$ cat src/hw/rtl/gfe_pkg.sv
// Package with the payload beat types and fixed constants of the GEP fitness evaluator.
package gfe_pkg;

	localparam logic [1:0] OP_ADD = 2'd0;
	localparam logic [1:0] OP_SUB = 2'd1;
	localparam logic [1:0] OP_MUL = 2'd2;
	localparam logic [1:0] OP_DIV = 2'd3;

	localparam logic [2:0] REG_COMBINE_OP      = 3'd0;
	localparam logic [2:0] REG_CLASSIFY_MODE   = 3'd1;
	localparam logic [2:0] REG_ABSOLUTE_ERROR  = 3'd2;
	localparam logic [2:0] REG_CLASS_THRESHOLD = 3'd3;
	localparam logic [2:0] REG_SELECTION_RANGE = 3'd4;

	localparam int SUM_W = 48;

	typedef struct packed {
		logic signed [31:0] gene_value;
		logic               gene_deadly;
		logic               last_gene;
		logic signed [31:0] target_value;
		logic               last_sample;
	} in_beat_t;

	typedef struct packed {
		logic signed [31:0] sample_value;
		logic [47:0]        fitness;
		logic               fitness_valid;
		logic               individual_deadly;
	} out_beat_t;

endpackage

$ cat src/hw/rtl/gep_fitness_evaluator_core.sv
// Top level of the GEP fitness evaluator: sequencer, shared divider and scoring logic.
//
//  channel | direction | handshake           | payload
//  in      | to core   | in_valid/in_stall   | gfe_pkg::in_beat_t
//  out     | from core | out_valid/out_stall | gfe_pkg::out_beat_t
//  cfg     | to core   | cfg_we              | cfg_index, cfg_data
//
// A gene that seeds a multiply or divide goes from ST_IDLE straight to ST_COMB_DONE; any other
// add, subtract or multiply gene passes through ST_MUL first, and a divide gene through ST_DIV,
// where the shared restoring divider retires one of its 40 + FRAC_BITS bits per cycle.
// The last gene of a sample adds a scoring pass through ST_SCORE and ST_FINISH, with ST_REL_DIV
// between them in relative mode for a nonzero target, where the same divider forms |100*d/t|.
// Reset clears all configuration to its reset values and starts a new individual.
// A result beat waits in the output register while out_stall is high. Input beats are still
// taken meanwhile; only the end of the next scoring pass waits until that result is taken.
module gep_fitness_evaluator_core #(
	parameter int FRAC_BITS   = 16,
	parameter int MAX_SAMPLES = 65536
) (
	input  logic                clk,
	input  logic                arst_n,
	input  logic                in_valid,
	output logic                in_stall,
	input  gfe_pkg::in_beat_t   in_data,
	output logic                out_valid,
	input  logic                out_stall,
	output gfe_pkg::out_beat_t  out_data,
	input  logic                cfg_we,
	input  logic [2:0]          cfg_index,
	input  logic [31:0]         cfg_data
);

	localparam int CNT_W = $clog2(MAX_SAMPLES + 1);
	// Dividend width: relative mode divides (100*mag) << FRAC_BITS, up to 40+FRAC_BITS bits.
	localparam int DVD_W = 40 + FRAC_BITS;
	localparam int DBW   = $clog2(DVD_W + 1);
	localparam logic [CNT_W-1:0] CNT_MAX = CNT_W'(MAX_SAMPLES);
	localparam logic [47:0] TENTH_Q = 48'(((64'd1 << FRAC_BITS) + 64'd5) / 64'd10);
	localparam logic signed [63:0] ONE_Q = 64'sd1 <<< FRAC_BITS;
	localparam logic [47:0] SUM_MAX = {48{1'b1}};

	typedef enum logic [2:0] {
		ST_IDLE, ST_MUL, ST_DIV, ST_COMB_DONE, ST_SCORE, ST_REL_DIV, ST_FINISH, ST_OUT
	} state_t;

	state_t state_q;

	logic [1:0]         combine_op_q;
	logic               classify_mode_q;
	logic               absolute_error_q;
	logic signed [31:0] class_threshold_q;
	logic [30:0]        selection_range_q;

	logic signed [31:0] acc_q;
	logic               first_q;
	logic               deadly_q;
	logic [CNT_W-1:0]   match_q;
	logic [CNT_W-1:0]   samples_q;
	logic [47:0]        sum_q;
	gfe_pkg::in_beat_t  beat_q;
	logic [1:0]         op_q;
	logic signed [63:0] prod_q;

	// Shared divider: restoring, unsigned, one quotient bit per cycle.
	logic [DVD_W-1:0]   dvd_q;
	logic [32:0]        dvs_q;
	logic [33:0]        rem_q;
	logic [DVD_W-1:0]   quo_q;
	logic [DBW-1:0]     dcnt_q;
	logic               neg_q;
	logic [32:0]        mag_q;
	logic [47:0]        term_q;

	gfe_pkg::out_beat_t out_q;
	logic               out_valid_q;

	logic in_acc;
	assign in_acc   = in_valid && !in_stall;
	assign in_stall = (state_q != ST_IDLE);
	assign out_valid = out_valid_q;
	assign out_data  = out_q;

	function automatic logic signed [31:0] sat32(input logic signed [63:0] v);
		if (v > 64'sd2147483647) return 32'sh7fffffff;
		if (v < -64'sd2147483648) return 32'sh80000000;
		return v[31:0];
	endfunction

	// Divider step values.
	logic [33:0] rem_sh;
	logic [34:0] rem_sub;
	assign rem_sh  = {rem_q[32:0], dvd_q[DVD_W-1]};
	assign rem_sub = {1'b0, rem_sh} - {2'b0, dvs_q};

	// Combining for add and subtract, and multiply scaling of the registered product.
	logic signed [31:0] acc_base;
	logic signed [31:0] add_res;
	logic signed [31:0] mul_res;
	logic signed [31:0] div_res;
	assign acc_base = first_q ? 32'sd0 : acc_q;
	assign add_res = (op_q == gfe_pkg::OP_ADD)
		? sat32(64'(acc_base) + 64'(beat_q.gene_value))
		: sat32(64'(acc_base) - 64'(beat_q.gene_value));
	assign mul_res = sat32(prod_q >>> FRAC_BITS);
	// A quotient magnitude of 2^31 or more saturates in the direction of its sign.
	assign div_res = (|(quo_q >> 31)) ? (neg_q ? 32'sh80000000 : 32'sh7fffffff)
	                                  : (neg_q ? -$signed({1'b0, quo_q[30:0]})
	                                           : $signed({1'b0, quo_q[30:0]}));

	// Scoring helpers.
	logic signed [31:0] sval;
	logic signed [32:0] diff;
	logic [47:0]        err_rel;
	logic [47:0]        term_from;
	assign sval = classify_mode_q ? ((acc_q > class_threshold_q) ? 32'(ONE_Q) : 32'sd0) : acc_q;
	assign diff = 33'(acc_q) - 33'(beat_q.target_value);
	assign err_rel = quo_q[47:0];

	function automatic logic [47:0] range_minus(input logic [47:0] e, input logic [30:0] r);
		if (e >= {17'd0, r}) return TENTH_Q;
		return {17'd0, r} - e;
	endfunction
	assign term_from = range_minus(absolute_error_q ? {15'd0, mag_q} : err_rel, selection_range_q);

	logic [48:0] sum_next;
	assign sum_next = {1'b0, sum_q} + {1'b0, term_q};

	always_ff @(posedge clk or negedge arst_n) begin
		if (!arst_n) begin
			state_q           <= ST_IDLE;
			combine_op_q      <= gfe_pkg::OP_ADD;
			classify_mode_q   <= 1'b0;
			absolute_error_q  <= 1'b1;
			class_threshold_q <= '0;
			selection_range_q <= 31'd6553600;
			acc_q             <= '0;
			first_q           <= 1'b1;
			deadly_q          <= 1'b0;
			match_q           <= '0;
			samples_q         <= '0;
			sum_q             <= '0;
			out_valid_q       <= 1'b0;
			dcnt_q            <= '0;
		end else begin
			if (cfg_we) begin
				case (cfg_index)
					gfe_pkg::REG_COMBINE_OP:      combine_op_q      <= cfg_data[1:0];
					gfe_pkg::REG_CLASSIFY_MODE:   classify_mode_q   <= cfg_data[0];
					gfe_pkg::REG_ABSOLUTE_ERROR:  absolute_error_q  <= cfg_data[0];
					gfe_pkg::REG_CLASS_THRESHOLD: class_threshold_q <= cfg_data;
					gfe_pkg::REG_SELECTION_RANGE: selection_range_q <= cfg_data[30:0];
					default: ;
				endcase
			end
			if (out_valid_q && !out_stall) out_valid_q <= 1'b0;
			case (state_q)
				ST_IDLE: begin
					if (in_acc) begin
						beat_q <= in_data;
						op_q   <= combine_op_q;
						if (in_data.gene_deadly) deadly_q <= 1'b1;
						if (first_q && combine_op_q[1]) begin
							acc_q   <= in_data.gene_value;
							first_q <= 1'b0;
							state_q <= ST_COMB_DONE;
						end else begin
							case (combine_op_q)
								gfe_pkg::OP_MUL: begin
									prod_q  <= 64'(acc_q) * 64'(in_data.gene_value);
									state_q <= ST_MUL;
								end
								gfe_pkg::OP_DIV: begin
									neg_q  <= acc_q[31] ^ in_data.gene_value[31];
									dvd_q  <= DVD_W'(acc_q[31] ? -64'(acc_q) : 64'(acc_q))
									          << FRAC_BITS;
									dvs_q  <= in_data.gene_value[31] ? -33'(in_data.gene_value)
									                                 : 33'(in_data.gene_value);
									rem_q  <= '0;
									quo_q  <= '0;
									dcnt_q <= DBW'(DVD_W);
									state_q <= ST_DIV;
								end
								default: begin
									state_q <= ST_MUL;
								end
							endcase
						end
					end
				end
				ST_MUL: begin
					acc_q   <= (op_q == gfe_pkg::OP_MUL) ? mul_res : add_res;
					first_q <= 1'b0;
					state_q <= ST_COMB_DONE;
				end
				ST_DIV: begin
					if (dcnt_q != '0) begin
						dvd_q  <= dvd_q << 1;
						dcnt_q <= dcnt_q - 1'b1;
						if (!rem_sub[34]) begin
							rem_q <= rem_sub[33:0];
							quo_q <= {quo_q[DVD_W-2:0], 1'b1};
						end else begin
							rem_q <= rem_sh;
							quo_q <= {quo_q[DVD_W-2:0], 1'b0};
						end
					end else begin
						acc_q   <= (dvs_q == '0) ? 32'sd0 : div_res;
						first_q <= 1'b0;
						state_q <= ST_COMB_DONE;
					end
				end
				ST_COMB_DONE: begin
					if (!beat_q.last_gene) begin
						state_q <= ST_IDLE;
					end else begin
						mag_q   <= diff[32] ? 33'(-diff) : 33'(diff);
						state_q <= ST_SCORE;
					end
				end
				ST_SCORE: begin
					if (absolute_error_q) begin
						term_q  <= term_from;
						state_q <= ST_FINISH;
					end else if (beat_q.target_value == 32'sd0) begin
						term_q  <= TENTH_Q;
						state_q <= ST_FINISH;
					end else begin
						dvd_q  <= DVD_W'(40'(mag_q) * 40'd100) << FRAC_BITS;
						dvs_q  <= beat_q.target_value[31] ? -33'(beat_q.target_value)
						                                  : 33'(beat_q.target_value);
						rem_q  <= '0;
						quo_q  <= '0;
						dcnt_q <= DBW'(DVD_W);
						state_q <= ST_REL_DIV;
					end
				end
				ST_REL_DIV: begin
					if (dcnt_q != '0) begin
						dvd_q  <= dvd_q << 1;
						dcnt_q <= dcnt_q - 1'b1;
						if (!rem_sub[34]) begin
							rem_q <= rem_sub[33:0];
							quo_q <= {quo_q[DVD_W-2:0], 1'b1};
						end else begin
							rem_q <= rem_sh;
							quo_q <= {quo_q[DVD_W-2:0], 1'b0};
						end
					end else begin
						// An error of 2^48 or more is beyond any selection range and
						// scores as a tenth.
						term_q <= (|(quo_q >> 48)) ? TENTH_Q : term_from;
						state_q <= ST_FINISH;
					end
				end
				ST_FINISH: begin
					// The previous result beat has to leave the output register first.
					if (!out_valid_q) begin
						logic [CNT_W-1:0] m;
						logic [CNT_W-1:0] s;
						logic [47:0]      fs;
						logic [47:0]      fit;
						m  = (sval == beat_q.target_value && match_q < CNT_MAX)
						     ? match_q + 1'b1 : match_q;
						s  = (samples_q < CNT_MAX) ? samples_q + 1'b1 : samples_q;
						fs = sum_next[48] ? SUM_MAX : sum_next[47:0];
						fit = '0;
						if (beat_q.last_sample) begin
							if (!deadly_q)
								fit = classify_mode_q ? ((m > (s >> 1)) ? 48'(m) : 48'd1)
								                      : fs;
							match_q   <= '0;
							samples_q <= '0;
							sum_q     <= '0;
							deadly_q  <= 1'b0;
						end else begin
							match_q   <= m;
							samples_q <= s;
							sum_q     <= fs;
						end
						out_q.sample_value      <= sval;
						out_q.individual_deadly <= deadly_q;
						out_q.fitness_valid     <= beat_q.last_sample;
						out_q.fitness           <= fit;
						acc_q   <= '0;
						first_q <= 1'b1;
						state_q <= ST_OUT;
					end
				end
				ST_OUT: begin
					out_valid_q <= 1'b1;
					state_q     <= ST_IDLE;
				end
				default: state_q <= ST_IDLE;
			endcase
		end
	end

	// The core takes no beat while busy.
	assert property (@(posedge clk) disable iff (!arst_n)
		(state_q != ST_IDLE) |-> in_stall)
		else $error("input accepted while busy");
	// A fitness is reported only together with a finished individual.
	assert property (@(posedge clk) disable iff (!arst_n)
		(out_valid_q && !out_q.fitness_valid) |-> (out_q.fitness == '0))
		else $error("fitness on a non-final sample");
	// Divider counter stays within its range.
	assert property (@(posedge clk) disable iff (!arst_n)
		(dcnt_q <= DBW'(DVD_W)))
		else $error("divider counter out of range");
	// Sample counters never pass their limit.
	assert property (@(posedge clk) disable iff (!arst_n)
		(match_q <= CNT_MAX) && (samples_q <= CNT_MAX))
		else $error("sample counter overflow");

endmodule
$ cat config.mk
export PLATFORM = sky130hd
export DESIGN_NAME = gep_fitness_evaluator_core
export DESIGN_NICKNAME = d
export VERILOG_FILES = /design/src/hw/rtl/gfe_pkg.sv /design/src/hw/rtl/gep_fitness_evaluator_core.sv
export SDC_FILE = /design/constraint.sdc
export NUM_CORES = 2
export LEC_CHECK = 0
export BUFFER_PORTS_ARGS = -buffer_cell sky130_fd_sc_hd__buf_2
export CELL_PAD_IN_SITES_DETAIL_PLACEMENT = 1
export CELL_PAD_IN_SITES_GLOBAL_PLACEMENT = 2
export CORE_ASPECT_RATIO = 1.25
export CORE_MARGIN = 8
export CORE_UTILIZATION = 42
export DETAILED_ROUTE_END_ITERATION = 8
export GPL_TIMING_DRIVEN = 0
export PLACE_DENSITY_LB_ADDON = 0.1
export SYNTH_ARGS = -nofsm -noshare
export SYNTH_HDL_FRONTEND = slang
export SYNTH_SLANG_ARGS = --single-unit
$ cat constraint.sdc
create_clock -name clk -period 11.4 [get_ports clk]
set_input_delay 2.85 -clock clk [delete_from_list [all_inputs] [get_ports clk]]
set_output_delay 2.85 -clock clk [all_outputs]
set_load 0.05 [all_outputs]
Yosys cells after proc, flatten, opt, wreduce, memory -nomap -nowiden:

Index checks and enable logic that the tools add are counted.

* output and inout bits: 84
* word-level logic and storage cells: 249
* bits in registers: 667

* reduce and logical (&&, ||, !) cells: 43
* equality and inequality tests: 28
* $add $sub $neg: 14
* muxes and demuxes: 114
* bitwise logic cells: 4
* multiply operators: 2
* magnitude comparators: 11

Operators by type and width (number)
* 32-bit two-way mux: 25
* 56-bit two-way mux: 12
* 48-bit two-way mux: 10
* 33-bit two-way mux: 14
* 56-bit case mux with 3 select lines: 2
* 32-bit case mux with 4 select lines: 1
* 17-bit two-way mux: 6
* 33-bit case mux with 3 select lines: 1
* 48-bit case mux with 2 select lines: 1
* 33-bit by 32-bit > comparator with 1-bit output (second input constant): 2
* 33-bit by 32-bit less-than comparator with 1-bit output (second input constant): 2
* 32-bit negation with 33-bit output: 2
* 33-bit case mux with 2 select lines: 1
* 32-bit by 32-bit subtractor with 33-bit output: 2
* 32-bit by 32-bit multiplier with 64-bit output: 1
* 48-bit by 48-bit adder with 49-bit output: 1
* 48-bit by 31-bit greater-or-equal comparator with 1-bit output: 1
* 48-bit by 32-bit > comparator with 1-bit output (second input constant): 1
* 48-bit by 32-bit less-than comparator with 1-bit output (second input constant): 1
* 31-bit by 48-bit subtractor with 48-bit output: 1
* 40-bit two-way mux: 1
* 32-bit negation with 40-bit output: 1
* 33-bit by 5-bit multiplier with 38-bit output (second input constant): 1
* 6-bit two-way mux: 6
* other kinds (45): 120

Depth between registers and ports, before layout:

* word-level depth: 10
* depth in mapped cells: 32

Least setup slack after synthesis:

Ideal clock, no wire load.

* path kind: input-to-reg
* start point: in in_data[37] (netlist bit)
* end point: reg prod_q[62] (data pin)
* data required time: 11137 ps
* arrival: 10292 ps
* library setup time: 263 ps
* stages: 27
* buffers on the path: 2
* path slack: 845 ps
* path through: clkbuf_1 -> clkbuf_1 -> nand2_1 -> inv_1 -> fa_1 -> fa_1 -> fa_1 -> fa_1 -> inv_1 -> fa_1 -> inv_1 -> fa_1 -> inv_1 -> fa_1 -> inv_1 -> fa_1 -> ha_1 -> a21o_1 -> a21o_1 -> a21o_1 -> a21o_1 -> a21oi_1 -> o21bai_1 -> a21oi_1 -> nor2b_1 -> a311oi_1 -> xnor2_1

* cells in the longest elaborated chain, start to end: 1

Ends and longest elaborated chain
* start, declared: line gep_fitness_evaluator_core.sv:24 `input gfe_pkg::in_beat_t in_data,`
* 32-bit by 32-bit multiplier with 64-bit output: line gep_fitness_evaluator_core.sv:169 `prod_q <= 64'(acc_q) * 64'(in_data.gene_value);`
* end signal, assigned: line gep_fitness_evaluator_core.sv:169
* end, declared: line gep_fitness_evaluator_core.sv:62 `logic signed [63:0] prod_q;`

No other way between the ends.
A chain may end at the register's enable or synchronous reset.

Final worst setup path:

* start point: in in_data[50] (netlist bit)
* end point: reg prod_q[58] (data pin)

Same word-level chain as after synthesis.

==> flow_metrics.py <==
metrics = {
    "die": {
        "die-area_um2": 210000,
        "num_io_pins": 191,
        "rows": 181,
        "initial_utilization_pct": 42.2,
        "die_y_um": 510,
        "dieWidth_um": 411,
        "core_area_um2": 194000,
    },
    "routing": {
        "ant_nets": 0,
        "avgViaCountPerCell": 5.85,
        "drt-pass1-iter-count": 6,
        "remaining_drc_errors": 0,
        "drt_wl_total_mm": 387,
        "routedWlPerCell_um": 32.9,
        "vias": 68700,
        "detail_route.iter0.violations": 5486,
    },
    "clock_tree": {
        "cts_tree": "done",
        "cts_sinks": 635,
        "htreeDepth": 3,
        "cts_hold_buffers": 0,
        "cts_buffer_depth": 3,
        "clkTransAtPathRegs_ps": 60,
        "numCtsBuffers": 78,
        "insertion_delay_ps": 740,
        "ctsRootBufferMaster": "clkbuf_16",
    },
    "synth": {
        "yosys_warnings": 0,
        "synthFlopType": "edfxtp_1",
        "synth_area_um2": 82000,
        "syn_inst": 8803,
        "synth.distinct_cells": 97,
        "syn-mean-instance-area_um2": 9.31,
        "ys_seq_area_share_pct": 22.1,
        "async_flop_share_pct": 30.4,
        "synthTopCellsByCount": "inv_1 (1380), fa_1 (1115), nand2_1 (870), and2_1 (584), ha_1 (550)",
        "synth_edf_count": 442,
        "synth.largest_area_cell": "fa_1",
        "yosys.area.top_type_share_pct": 27.2,
        "synth.area.top_cells": "fa_1 (27%), edfxtp_1 (16%), ha_1 (8.4%)",
        "synth_seq_cells": 635,
        "post-synth-top-count-cell": "inv_1",
    },
    "final_layout": {
        "final_core_util_pct": 46.1,
        "area_growth_pct": 9.39,
        "drive_above_1_share_pct": 6.47,
        "nets": 10900,
    },
    "status": {
        "status": "complete, but fails checks",
        "violations": "max-capacitance violations, max-slew violations",
    },
    "grt": {
        "grt_max_degree": 93,
        "antenna_found_initial": 52,
        "grt-ovfl-total": 0,
        "grt_pass1_vias": 73600,
        "grt_pass1_wl_mm": 542,
        "grtUsageTotal_pct": 36.3,
    },
    "setup_path": {
        "critical_path_arrival_ps": 11750,
        "required_ps": 11880,
        "critical_path.startpoint_type": "primary input",
        "crit_path_end_kind": "flip-flop",
        "cp_top_family": "adder cells",
        "cp.depth": 25,
        "crit_buf_inv": 4,
        "crit_path_max_incr_delay_ps": 770,
        "crit_top_cell": "fa_1",
        "criticalPathCategory": "in2reg",
        "cp_max_fo": 11,
        "reg2regPathDepth": 26,
        "cp_slowest_cell": "clkbuf_1",
    },
    "timing": {
        "relSlewSlack_pct": -5.89,
        "drv_slew": 33,
        "finalHoldViolations": 0,
        "finalCriticalPeriod_ps": 11270,
        "max_slew.worst_pin.slew_ps": 1590,
        "finalClockSkew_ps": 56.8,
        "post-route-period-util_pct": 98.8,
        "finalSetupViolations": 0,
        "worst_slack_ps": 132,
        "fmax_mhz": 88.7,
        "rsz0062_at_grt": "no",
    },
    "place": {
        "routabilityCongestion": 0.993,
        "dp_slack_ps": -3600,
        "port_buffers": 190,
        "dp.final_hpwl_mm": 317,
    },
    "flow_run": {
        "cap_violations": 3,
    },
    "hold_path": {
        "hold_path_class": "reg2reg",
        "hold_path_depth": 2,
    },
}
flip-flops by register name, summed over array words and instances (netlist names), 2 cells and up:
signal,count
out_data,82
beat_q,66
quo_q,56
prod_q,48
sum_q,48
term_q,48
dvd_q,40
dvs_q,33
mag_q,33
rem_q,33
acc_q,32
class_threshold_q,32
selection_range_q,31
match_q,17
samples_q,17
dcnt_q,6
state_q,3
combine_op_q,2
op_q,2
per-layer routing:
| layer | GRT usage (%) | share of wire (%) | vias up |
|---|---|---|---|
| met5 | 0 | 0.032 | - |
| met4 | 28.7 | 10 | 18 |
| met3 | 6.19 | 6.8 | 1130 |
| met2 | 61.3 | 47 | 2975 |
| met1 | 40.8 | 36 | 35300 |
| li1 | - | - | 29300 |
worst paths after layout:
path,slack (ps),from,end
max,130,in_data[50],prod_q[58]
min,500,sum_q[36],sum_q[36]
max reg2reg,260,acc_q[8],prod_q[58]
min reg2reg,500,sum_q[36],sum_q[36]
max in group asynchronous,8480,arst_n,match_q[11]
min in group asynchronous,1990,arst_n,sum_q[40]
what timing repair did:
action,in CTS,in global routing
buffers inserted,1,0
gates resized for setup,99,52
pin swaps,1,0
gates cloned,0,0
setup endpoints to repair,40,12
endpoints found under the hold margin,0,0
placed cells by master, fill, tap and decap left out, types with 318 or more instances in the layout:
cell type / Yosys / layout
inv_1: 1380 / 1379
fa_1: 1115 / 1113
nand2_1: 870 / 870
and2_1: 584 / 584
ha_1: 550 / 550
edfxtp_1: 442 / 442
nor2_1: 427 / 425
o21ai_0: 393 / 392
a21oi_1: 363 / 362
clkbuf_1: 422 / 318
area by class of cell:
class,count,area [µm²]
diodes,32,80.1
clock inverters,47,623
fillers,22400,105000
well taps,2562,3210
repair buffers,221,1450
flip-flops and latches,635,18100
plain buffers,449,1880
inverters,1381,5190
multi-input cells,6318,57000
clock buffers,99,2140
worst min-delay path: cells and delay by family (launching register included):
| family | cells | cell delay, ps |
|---|---|---|
| compound gates | 1 | 60 |
| flops | 1 | 350 |
| simple gates | 1 | 50 |
kinds of logic (layout without fill, tap and decap cells):
logic type / after synthesis / count (layout) / synth area share [%]
simple gates: 2596 / 2596 / 15.9
buf+inv: 1858 / 2197 / 8.53
fa+ha+maj: 1665 / 1665 / 35.6
compound gates: 1497 / 1497 / 11.7
flops: 635 / 635 / 22.1
xor+xnor: 410 / 410 / 4.38
mux: 141 / 141 / 1.83
other cells: 1 / 41 / 0.00458
metrics by stage:
step                instances  instance area (µm²)   TNS, ps  hold WS [ps]
detailed placement      11600                86700    -97690           487
floorplan                8811                82000         0           451
finish                  11700                89700         0           498
global route            11700                89600         0           506
global placement        11600                86100  -1399970           469
CTS                     11700                89500         0           499
Power is not shown: default switching activity piles up to over one toggle a cycle in this logic, so the estimate is an artifact.
